### src/sv/abqr_pkg.sv
// shared types and constants for the analog button qualifier with auto repeat
// no dependencies, used by every module of the block
package abqr_pkg;

    localparam int VALUE_FRAC_BITS_DEF = 12;
    localparam int TIME_BITS_DEF       = 32;
    localparam int DELTA_W             = 16;
    localparam int DELAY_W             = 24;
    localparam int RC_W                = 26;
    localparam int CFG_IDX_W           = 3;
    localparam int CFG_DATA_W          = 24;

    // register reset values; thresholds and dead zone bounds given in Q0.12
    localparam int RST_FRAC            = 12;
    localparam int RST_PRESS_THR_Q12   = 2048;
    localparam int RST_DEAD_LOW_Q12    = 819;
    localparam int RST_DEAD_HIGH_Q12   = 3686;
    localparam logic RST_NORMALIZE_ON  = 1'b1;
    localparam logic RST_SQUARE_ON     = 1'b0;
    localparam logic RST_REPEAT_ON     = 1'b0;
    localparam logic [DELAY_W-1:0] RST_FIRST_DELAY  = 24'd400000;
    localparam logic [DELAY_W-1:0] RST_REPEAT_PER   = 24'd80000;

    typedef enum logic [CFG_IDX_W-1:0] {
        CFG_PRESS_THRESHOLD  = 3'd0,
        CFG_DEAD_LOW         = 3'd1,
        CFG_DEAD_HIGH        = 3'd2,
        CFG_NORMALIZE_ON     = 3'd3,
        CFG_SQUARE_CURVE_ON  = 3'd4,
        CFG_REPEAT_ON        = 3'd5,
        CFG_FIRST_DELAY_US   = 3'd6,
        CFG_REPEAT_PERIOD_US = 3'd7
    } t_cfg_idx;

    typedef enum logic [1:0] {
        ST_IDLE,
        ST_DIV,
        ST_SQ,
        ST_FIN
    } t_state;

    typedef struct packed {
        logic load;
        logic div_step;
        logic square;
        logic finish;
    } t_cmd;

    typedef struct packed {
        logic div_last;
        logic out_free;
    } t_status;

endpackage

### src/sv/abqr_ctrl.sv
// sequencing state machine: load, divide, square, write result
// depends on abqr_pkg for state, command and status types
module abqr_ctrl (
    input  logic               i_clk,
    input  logic               i_rst_n,
    input  logic               i_in_valid,
    input  abqr_pkg::t_status  i_status,
    output abqr_pkg::t_cmd     o_cmd,
    output logic               o_in_stall
);

    abqr_pkg::t_state r_state;
    abqr_pkg::t_state n_state;

    always_ff @(posedge i_clk) begin
        if (!i_rst_n) begin
            r_state <= abqr_pkg::ST_IDLE;
        end else begin
            r_state <= n_state;
        end
    end

    always_comb begin
        n_state    = r_state;
        o_cmd      = '0;
        o_in_stall = 1'b1;
        case (r_state)
            abqr_pkg::ST_IDLE: begin
                o_in_stall = 1'b0;
                if (i_in_valid) begin
                    o_cmd.load = 1'b1;
                    n_state    = abqr_pkg::ST_DIV;
                end
            end
            abqr_pkg::ST_DIV: begin
                o_cmd.div_step = 1'b1;
                if (i_status.div_last) begin
                    n_state = abqr_pkg::ST_SQ;
                end
            end
            abqr_pkg::ST_SQ: begin
                o_cmd.square = 1'b1;
                n_state      = abqr_pkg::ST_FIN;
            end
            abqr_pkg::ST_FIN: begin
                if (i_status.out_free) begin
                    o_cmd.finish = 1'b1;
                    n_state      = abqr_pkg::ST_IDLE;
                end
            end
            default: begin
                n_state = abqr_pkg::ST_IDLE;
            end
        endcase
    end

endmodule

### src/sv/abqr_datapath.sv
// config registers, level shaping with iterative divider and squarer,
// press and repeat state, time counters and output register; uses abqr_pkg
module abqr_datapath #(
    parameter int VALUE_FRAC_BITS = abqr_pkg::VALUE_FRAC_BITS_DEF,
    parameter int TIME_BITS       = abqr_pkg::TIME_BITS_DEF
) (
    input  logic                              i_clk,
    input  logic                              i_rst_n,
    input  logic                              i_cfg_valid,
    input  logic [abqr_pkg::CFG_IDX_W-1:0]    i_cfg_index,
    input  logic [abqr_pkg::CFG_DATA_W-1:0]   i_cfg_data,
    input  logic [VALUE_FRAC_BITS:0]          i_sample,
    input  logic [abqr_pkg::DELTA_W-1:0]      i_delta_time,
    input  logic                              i_out_stall,
    input  abqr_pkg::t_cmd                    i_cmd,
    output abqr_pkg::t_status                 o_status,
    output logic                              o_out_valid,
    output logic                              o_pressed,
    output logic                              o_press_edge,
    output logic                              o_release_edge,
    output logic [VALUE_FRAC_BITS:0]          o_level,
    output logic [TIME_BITS-1:0]              o_hold_time,
    output logic [TIME_BITS-1:0]              o_since_press,
    output logic [TIME_BITS-1:0]              o_since_release
);

    localparam int LW    = VALUE_FRAC_BITS + 1;
    localparam int CNT_W = $clog2(VALUE_FRAC_BITS);
    localparam int DW    = abqr_pkg::DELTA_W;
    localparam int RW    = abqr_pkg::RC_W;
    localparam logic [LW-1:0] ONE_VAL = LW'(1) << VALUE_FRAC_BITS;
    localparam logic [TIME_BITS-1:0] TIME_MAX = '1;
    localparam logic [LW-1:0] RST_THR =
        LW'((abqr_pkg::RST_PRESS_THR_Q12 << VALUE_FRAC_BITS) >> abqr_pkg::RST_FRAC);
    localparam logic [LW-1:0] RST_DLOW =
        LW'((abqr_pkg::RST_DEAD_LOW_Q12 << VALUE_FRAC_BITS) >> abqr_pkg::RST_FRAC);
    localparam logic [LW-1:0] RST_DHIGH =
        LW'((abqr_pkg::RST_DEAD_HIGH_Q12 << VALUE_FRAC_BITS) >> abqr_pkg::RST_FRAC);

    function automatic logic [TIME_BITS-1:0] sat_add(input logic [TIME_BITS-1:0] a,
                                                      input logic [DW-1:0] b);
        logic [TIME_BITS:0] sum;
        sum = {1'b0, a} + (TIME_BITS+1)'(b);
        return sum[TIME_BITS] ? TIME_MAX : sum[TIME_BITS-1:0];
    endfunction

    // config registers
    logic [LW-1:0]                     r_thr;
    logic [LW-1:0]                     r_dlow;
    logic [LW-1:0]                     r_dhigh;
    logic                              r_norm_on;
    logic                              r_square_on;
    logic                              r_repeat_on;
    logic [abqr_pkg::DELAY_W-1:0]      r_first_delay;
    logic [abqr_pkg::DELAY_W-1:0]      r_repeat_per;

    always_ff @(posedge i_clk) begin
        if (!i_rst_n) begin
            r_thr         <= RST_THR;
            r_dlow        <= RST_DLOW;
            r_dhigh       <= RST_DHIGH;
            r_norm_on     <= abqr_pkg::RST_NORMALIZE_ON;
            r_square_on   <= abqr_pkg::RST_SQUARE_ON;
            r_repeat_on   <= abqr_pkg::RST_REPEAT_ON;
            r_first_delay <= abqr_pkg::RST_FIRST_DELAY;
            r_repeat_per  <= abqr_pkg::RST_REPEAT_PER;
        end else if (i_cfg_valid) begin
            case (abqr_pkg::t_cfg_idx'(i_cfg_index))
                abqr_pkg::CFG_PRESS_THRESHOLD:  r_thr         <= i_cfg_data[LW-1:0];
                abqr_pkg::CFG_DEAD_LOW:         r_dlow        <= i_cfg_data[LW-1:0];
                abqr_pkg::CFG_DEAD_HIGH:        r_dhigh       <= i_cfg_data[LW-1:0];
                abqr_pkg::CFG_NORMALIZE_ON:     r_norm_on     <= i_cfg_data[0];
                abqr_pkg::CFG_SQUARE_CURVE_ON:  r_square_on   <= i_cfg_data[0];
                abqr_pkg::CFG_REPEAT_ON:        r_repeat_on   <= i_cfg_data[0];
                abqr_pkg::CFG_FIRST_DELAY_US:   r_first_delay <= i_cfg_data;
                abqr_pkg::CFG_REPEAT_PERIOD_US: r_repeat_per  <= i_cfg_data;
                default: begin
                end
            endcase
        end
    end

    // request capture and level shaping
    logic [DW-1:0]     r_dt;
    logic              r_down;
    logic              r_need_div;
    logic [LW-1:0]     r_lvl;
    logic [LW-1:0]     r_rem;
    logic [LW-1:0]     r_divisor;
    logic [CNT_W-1:0]  r_cnt;

    logic [LW:0]       rem_shift;
    logic              rem_ge;
    logic [2*LW-1:0]   sq_prod;

    assign rem_shift = {r_rem, 1'b0};
    assign rem_ge    = rem_shift >= {1'b0, r_divisor};
    assign sq_prod   = {{LW{1'b0}}, r_lvl} * {{LW{1'b0}}, r_lvl};

    always_ff @(posedge i_clk) begin
        if (i_cmd.load) begin
            r_dt       <= i_delta_time;
            r_down     <= i_sample > r_thr;
            r_need_div <= 1'b0;
            r_cnt      <= '0;
            r_rem      <= i_sample - r_dlow;
            r_divisor  <= r_dhigh - r_dlow;
            if (r_norm_on) begin
                if (i_sample >= r_dhigh) begin
                    r_lvl <= ONE_VAL;
                end else if (i_sample < r_dlow) begin
                    r_lvl <= '0;
                end else begin
                    r_lvl      <= '0;
                    r_need_div <= 1'b1;
                end
            end else begin
                r_lvl <= (i_sample > ONE_VAL) ? ONE_VAL : i_sample;
            end
        end else if (i_cmd.div_step && r_need_div) begin
            r_cnt <= r_cnt + CNT_W'(1);
            r_rem <= rem_ge ? LW'(rem_shift - {1'b0, r_divisor}) : rem_shift[LW-1:0];
            r_lvl <= {r_lvl[LW-2:0], rem_ge};
        end else if (i_cmd.square && r_square_on) begin
            r_lvl <= LW'(sq_prod >> VALUE_FRAC_BITS);
        end
    end

    // press and repeat state
    logic                  r_was_down;
    logic                  r_pulse_active;
    logic signed [RW-1:0]  r_repeat_count;
    logic [TIME_BITS-1:0]  r_held;
    logic [TIME_BITS-1:0]  r_press_age;
    logic [TIME_BITS-1:0]  r_release_age;

    logic                  n_was_down;
    logic                  n_pulse_active;
    logic signed [RW-1:0]  n_repeat_count;
    logic [TIME_BITS-1:0]  n_held;
    logic [TIME_BITS-1:0]  n_press_age;
    logic [TIME_BITS-1:0]  n_release_age;
    logic                  n_pressed;
    logic                  n_press_edge;
    logic                  n_release_edge;
    logic signed [RW-1:0]  rc_dec;

    assign rc_dec = r_repeat_count - $signed({{(RW-DW){1'b0}}, r_dt});

    always_comb begin
        n_was_down     = r_was_down;
        n_pulse_active = r_pulse_active;
        n_repeat_count = r_repeat_count;
        n_held         = r_held;
        n_press_age    = sat_add(r_press_age, r_dt);
        n_release_age  = sat_add(r_release_age, r_dt);
        n_pressed      = r_down;
        n_press_edge   = 1'b0;
        n_release_edge = 1'b0;
        if (!r_repeat_on) begin
            if (r_was_down && !r_down) begin
                n_release_edge = 1'b1;
                n_release_age  = '0;
            end
            if (!r_was_down && r_down) begin
                n_press_edge = 1'b1;
                n_press_age  = '0;
            end
            n_held     = r_down ? sat_add(r_held, r_dt) : '0;
            n_was_down = r_down;
        end else if (r_down) begin
            if (r_was_down) begin
                if (rc_dec < 0) begin
                    n_press_age    = '0;
                    n_repeat_count = $signed({{(RW-abqr_pkg::DELAY_W){1'b0}}, r_repeat_per});
                    n_pulse_active = 1'b1;
                end else begin
                    n_repeat_count = rc_dec;
                    if (r_pulse_active) begin
                        n_pulse_active = 1'b0;
                        n_release_age  = '0;
                    end
                    n_pressed = 1'b0;
                end
            end else begin
                n_repeat_count = $signed({{(RW-abqr_pkg::DELAY_W){1'b0}}, r_first_delay});
                n_press_age    = '0;
                n_pulse_active = 1'b1;
            end
            n_was_down = 1'b1;
        end else begin
            n_repeat_count = '0;
            n_pulse_active = 1'b0;
            n_press_age    = '0;
            n_was_down     = 1'b0;
        end
    end

    always_ff @(posedge i_clk) begin
        if (!i_rst_n) begin
            r_was_down     <= 1'b0;
            r_pulse_active <= 1'b0;
            r_repeat_count <= '0;
            r_held         <= '0;
            r_press_age    <= '0;
            r_release_age  <= '0;
        end else if (i_cmd.finish) begin
            r_was_down     <= n_was_down;
            r_pulse_active <= n_pulse_active;
            r_repeat_count <= n_repeat_count;
            r_held         <= n_held;
            r_press_age    <= n_press_age;
            r_release_age  <= n_release_age;
        end
    end

    // output register
    logic r_out_valid;

    assign o_status = '{
        div_last: !r_need_div || (r_cnt == CNT_W'(VALUE_FRAC_BITS - 1)),
        out_free: !r_out_valid || !i_out_stall
    };
    assign o_out_valid = r_out_valid;

    always_ff @(posedge i_clk) begin
        if (!i_rst_n) begin
            r_out_valid <= 1'b0;
        end else if (i_cmd.finish) begin
            r_out_valid <= 1'b1;
        end else if (!i_out_stall) begin
            r_out_valid <= 1'b0;
        end
    end

    always_ff @(posedge i_clk) begin
        if (i_cmd.finish) begin
            o_pressed       <= n_pressed;
            o_press_edge    <= n_press_edge;
            o_release_edge  <= n_release_edge;
            o_level         <= r_lvl;
            o_hold_time     <= n_held;
            o_since_press   <= n_press_age;
            o_since_release <= n_release_age;
        end
    end

endmodule

### src/sv/analog_button_qualifier_repeat_top.sv
// top level of the analog button qualifier with auto repeat
// instantiates abqr_ctrl and abqr_datapath, types from abqr_pkg
//
//  channel   handshake                  payload
//  input     i_in_valid / o_in_stall    i_sample, i_delta_time
//  result    o_out_valid / i_out_stall  o_pressed .. o_since_release
//  config    i_cfg_valid / o_cfg_ready  i_cfg_index, i_cfg_data
//
// a request inside the dead zone passes through load, the restoring divider that retires
// one quotient bit per cycle, the square step and the final write of the output register;
// any other request skips the divider steps and goes on to the square step and the write
// a new request is taken the cycle after the result is written to the output register
// a result held by i_out_stall keeps the block in its final step, input stalled
// synchronous active-low reset, config is always ready
module analog_button_qualifier_repeat_top #(
    parameter int VALUE_FRAC_BITS = abqr_pkg::VALUE_FRAC_BITS_DEF,
    parameter int TIME_BITS       = abqr_pkg::TIME_BITS_DEF
) (
    input  logic                              i_clk,
    input  logic                              i_rst_n,
    input  logic                              i_cfg_valid,
    output logic                              o_cfg_ready,
    input  logic [abqr_pkg::CFG_IDX_W-1:0]    i_cfg_index,
    input  logic [abqr_pkg::CFG_DATA_W-1:0]   i_cfg_data,
    input  logic                              i_in_valid,
    output logic                              o_in_stall,
    input  logic [VALUE_FRAC_BITS:0]          i_sample,
    input  logic [abqr_pkg::DELTA_W-1:0]      i_delta_time,
    output logic                              o_out_valid,
    input  logic                              i_out_stall,
    output logic                              o_pressed,
    output logic                              o_press_edge,
    output logic                              o_release_edge,
    output logic [VALUE_FRAC_BITS:0]          o_level,
    output logic [TIME_BITS-1:0]              o_hold_time,
    output logic [TIME_BITS-1:0]              o_since_press,
    output logic [TIME_BITS-1:0]              o_since_release
);

    abqr_pkg::t_cmd    cmd;
    abqr_pkg::t_status status;

    assign o_cfg_ready = 1'b1;

    abqr_ctrl u_ctrl (
        .i_clk      (i_clk),
        .i_rst_n    (i_rst_n),
        .i_in_valid (i_in_valid),
        .i_status   (status),
        .o_cmd      (cmd),
        .o_in_stall (o_in_stall)
    );

    abqr_datapath #(
        .VALUE_FRAC_BITS (VALUE_FRAC_BITS),
        .TIME_BITS       (TIME_BITS)
    ) u_datapath (
        .i_clk           (i_clk),
        .i_rst_n         (i_rst_n),
        .i_cfg_valid     (i_cfg_valid),
        .i_cfg_index     (i_cfg_index),
        .i_cfg_data      (i_cfg_data),
        .i_sample        (i_sample),
        .i_delta_time    (i_delta_time),
        .i_out_stall     (i_out_stall),
        .i_cmd           (cmd),
        .o_status        (status),
        .o_out_valid     (o_out_valid),
        .o_pressed       (o_pressed),
        .o_press_edge    (o_press_edge),
        .o_release_edge  (o_release_edge),
        .o_level         (o_level),
        .o_hold_time     (o_hold_time),
        .o_since_press   (o_since_press),
        .o_since_release (o_since_release)
    );

endmodule

### config.mk
export PLATFORM = sky130hd
export DESIGN_NAME = analog_button_qualifier_repeat_top
export DESIGN_NICKNAME = d
export VERILOG_FILES = /design/src/sv/abqr_pkg.sv /design/src/sv/abqr_ctrl.sv /design/src/sv/abqr_datapath.sv /design/src/sv/analog_button_qualifier_repeat_top.sv
export SDC_FILE = /design/constraint.sdc
export NUM_CORES = 1
export LEC_CHECK = 0
export BUFFER_PORTS_ARGS = -buffer_cell sky130_fd_sc_hd__buf_4
export CORE_MARGIN = 5
export CORE_UTILIZATION = 27
export CTS_BUF_LIST = sky130_fd_sc_hd__clkbuf_8
export CTS_CLUSTER_DIAMETER = 60
export DETAILED_ROUTE_END_ITERATION = 6
export HOLD_SLACK_MARGIN = 0.08
export PLACE_DENSITY = 0.5
export SETUP_SLACK_MARGIN = 0.4
export SLEW_MARGIN = 40
export SYNTH_ARGS = -nofsm -noshare
export SYNTH_HDL_FRONTEND = slang
export SYNTH_HIERARCHICAL = 1
export SYNTH_SLANG_ARGS = --single-unit
### constraint.sdc
create_clock -name i_clk -period 5.4 [get_ports i_clk]
set_input_delay 0.27 -clock i_clk [delete_from_list [all_inputs] [get_ports i_clk]]
set_output_delay 0.27 -clock i_clk [all_outputs]
set_load 0.02 [all_outputs]
==> metrics.md <==
| Metric | Value |
|---|---|
| Tcrit/Tclk final | 101% |
| Pin count of the biggest net entering global routing | 121 |
| Commonest cells in the netlist | nand2_1, inv_1, a21oi_1 |
| Post-Syn Instances | 2875 |
| Worst setup margin | -0.0504 ns |
| Core ar. | 0.0952 mm2 |
| Top post-synthesis cells by area | edfxtp_1, dfxtp_1, ha_1, fa_1, nand2_1 |
| Length in cells of the worst reg-to-reg path | 21 |
| Max Clock Skew | 0.0275 ns |
| TritonCTS buffer count | 80 |
| I/O Buffers | 174 |
| Aggregate global-route resource usage | 15.6% |
| Most used cell, CP | fa_1 |
| RePlAce Congestion | 0.833 |
| Routed wire length | 82100 um |
| Htree depth | 3 |
| Num rows | 113 |
| Final ANT Viol Nets | 0 |
| Crit path cell chain | buf_6, buf_6, nand2_4, fa_1, inv_1, fa_1, fa_1, fa_1, inv_2, fa_2, inv_2, ha_4, a21o_1, a21oi_2, a2bb2oi_2, nand3b_1, buf_6, and3_4, o21a_1, mux2i_1, a211o_1 |
| Grt ovf | 0 |
| First-pass GRT wire length | 127000 um |
| Area Growth Syn to Fin | 23.8% |
| WP depth | 21 |
| Io pins | 176 |
| DRT Pass-1 Iters | 7 |
| Critical path class | reg -> reg |
| Outcome | finished with violations |
| Bufs and invs on worst path | 6 |
| Clk pin slew, worst setup/hold paths | 0.06 ns |
| Initial antenna violation count | 4 |
| Hold path depth | 2 |
| Yosys top cell area share | 19.6% |
| Die Span Y | 320 um |
| Register bit total from synthesis | 389 |
| Netlist cell types | 83 |
| Count leader, synth | nand2_1 |
| Post-synth EDFFs | 169 |
| DRC errors left | 0 |
| Worst hold path type | in -> reg |
| Number of global-route vias before repair | 21500 |
| Kind of end point of the critical path | register |
| Slew headroom | 41.7% |
| Routed length per instance | 18.1 um |
| Min cycle time layout | 5.45 ns |
| DR vias/cell | 4.81 |
| Clk Latency, worst-skew pair | 0.68 ns |
| Via count | 21800 |
| Worst Tran Pin Value | 0.867 ns |
| Final Slew Violations | 0 |
| Ys async rst share | 0% |
| Ratio of cells with drive above 1 in the final layout | 16.7% |
| Initial core utilization | 27.3% |
| Slowest cell on the critical path | fa_2 |
| CTS sink count | 389 |
| Final Setup Violations | 3 |
| Hold Fails Final Rpt | 0 |
| Die X-Extent | 320 um |
| Max Cap Viol | 0 |
| Post-synth net total | 3238 |
| Syn avg cell area | 9.02 um2 |
| Crit path max fanout | 4 |
| Final hold slack | 0.326 ns |
| Data arrival, critical path | 5.87 ns |
| Biggest area consumer among synthesized cells | edfxtp_1 |
| F_max | 0.183 GHz |
| CP Data Required Time | 5.82 ns |
| Netlist Area Pre-Place | 0.0259 mm2 |
| Final Util | 33.7% |
| Initial drt markers | 1477 |
| CP top delay family | adder cells |
| Synth warn | 6 |
| Nets@finish | 3562 |
| Max clock buf depth | 3 |
| RSZ-0062 raised after global routing | true |
| Max incr delay on CP | 0.57 ns |
| Prevailing post-synth register cell | dfxtp_1 |
| Clock Tree Root | clkbuf_8 |
| Detailed Place HPWL | 60000 um |
| Worst Setup Start Kind | register |
| Failing checks | negative setup slack |
| Die ar. | 0.102 mm2 |
| Sequential-to-total area share from yosys stat | 36.6% |
| CTS tree | done |
## timing repair
action,4_1_cts,5_1_grt
buffers inserted,15,6
pin swaps,21,36
endpoints found under the hold margin,135,0
hold buffers,60,0
resized for setup,44,44
setup endpoints to repair,13,13
## metal layers
layer / GRT usage [%] / share of wire [%]
met1: 22.0 / 48
met2: 24.6 / 45
met3: 3.07 / 5.2
met4: 4.30 / 2.2
met5: 0 / 0
## cells in the final DEF (no fill, tap or decap), drive strengths merged, types with 9 or more instances in the layout
master / Yosys / final
nor2b: 53 / 53
and4: 13 / 13
buf: 13 / 311
a21oi: 232 / 232
a22o: 31 / 31
a2111oi: 10 / 10
dfxtp: 220 / 220
a31o: 10 / 10
or3: 21 / 21
xor2: 43 / 43
xnor2: 76 / 76
o41ai: 9 / 9
a31oi: 39 / 39
o21a: 18 / 18
a211oi: 32 / 32
nand2b: 14 / 14
nor4: 11 / 11
and3: 22 / 22
o211ai: 24 / 24
clkbuf: 116 / 90
inv: 302 / 334
a22oi: 15 / 15
edfxtp: 169 / 169
fa: 101 / 101
nor2: 160 / 160
nor3: 60 / 60
nand3: 66 / 66
o21ai: 134 / 134
or2: 15 / 15
a311oi: 21 / 21
mux2i: 36 / 36
o31ai: 19 / 19
and2: 38 / 38
ha: 201 / 201
nand4: 21 / 21
a21o: 49 / 49
clkinv: 2 / 18
dlygate4sd3: 0 / 60
nand2: 340 / 340
nand3b: 10 / 10
## area by class of cell
class,instances,area (um2)
fillers,9931,63100
multi-input cells,2053,15200
flip-flops and latches,389,9480
repair buffers,371,3040
well taps,1265,1580
clock buffers,90,1240
inverters,304,1140
clock inverters,55,358
diodes,3,7.51
## path summary, 6_finish.rpt
kind | startpoint | to | slack [ns]
worst min-delay path | i_delta_time[4] | u_datapath/r_dt[4]$_DFFE_PP_ | 0.33
worst min register to register | u_datapath/r_pulse_active$_SDFFE_PN0P_ | u_datapath/r_pulse_active$_SDFFE_PN0P_ | 0.45
worst max-delay path | u_datapath/r_lvl[6]$_DFFE_PP_ | u_datapath/r_lvl[12]$_DFFE_PP_ | -0.05
worst max register to register | u_datapath/r_lvl[6]$_DFFE_PP_ | u_datapath/r_lvl[12]$_DFFE_PP_ | -0.05
## state kept, by name, summed over array words and instances (netlist names), 13 cells and up
signal	cells
u_datapath/r_held	32
u_datapath/r_rem	13
u_datapath/o_level	13
u_datapath/r_press_age	32
u_datapath/o_since_release	32
u_datapath/r_first_delay	24
u_datapath/r_repeat_per	24
u_datapath/r_repeat_count	25
u_datapath/r_divisor	13
u_datapath/r_thr	13
u_datapath/o_since_press	32
u_datapath/r_dlow	13
u_datapath/r_dhigh	13
u_datapath/r_release_age	32
u_datapath/r_dt	16
u_datapath/o_hold_time	32
u_datapath/r_lvl	13
## cell families (layout without fill, tap and decap cells)
kind of cell,after synthesis,count (layout),share of synthesized area (%)
AO/OA/AOI/OAI,737,737,18.6
XOR/XNOR,119,119,4.02
adder cells (fa/ha/maj),302,302,17.5
buffers and inverters,433,820,6.34
flip-flops,389,389,36.6
multiplexers,39,39,1.52
other,1,4,0.0145
AND/OR/NAND/NOR,855,855,15.5
## metrics by stage
stage                     setup slack (ns)  instances  setup TNS [ns]  instance area, um2
after global routing                -0.269       4529           -1.67               32100
after CTS                          -0.0871       4521          -0.244               31900
after floorplan                      0.225       2875               0               26100
after global placement              -0.196       4300          -0.724               29300
after detailed placement            -0.298       4301           -1.41               29300
final                              -0.0504       4530          -0.102               32100
Power is not shown: default switching activity piles up to over one toggle a cycle in this logic, so the estimate is an artifact.
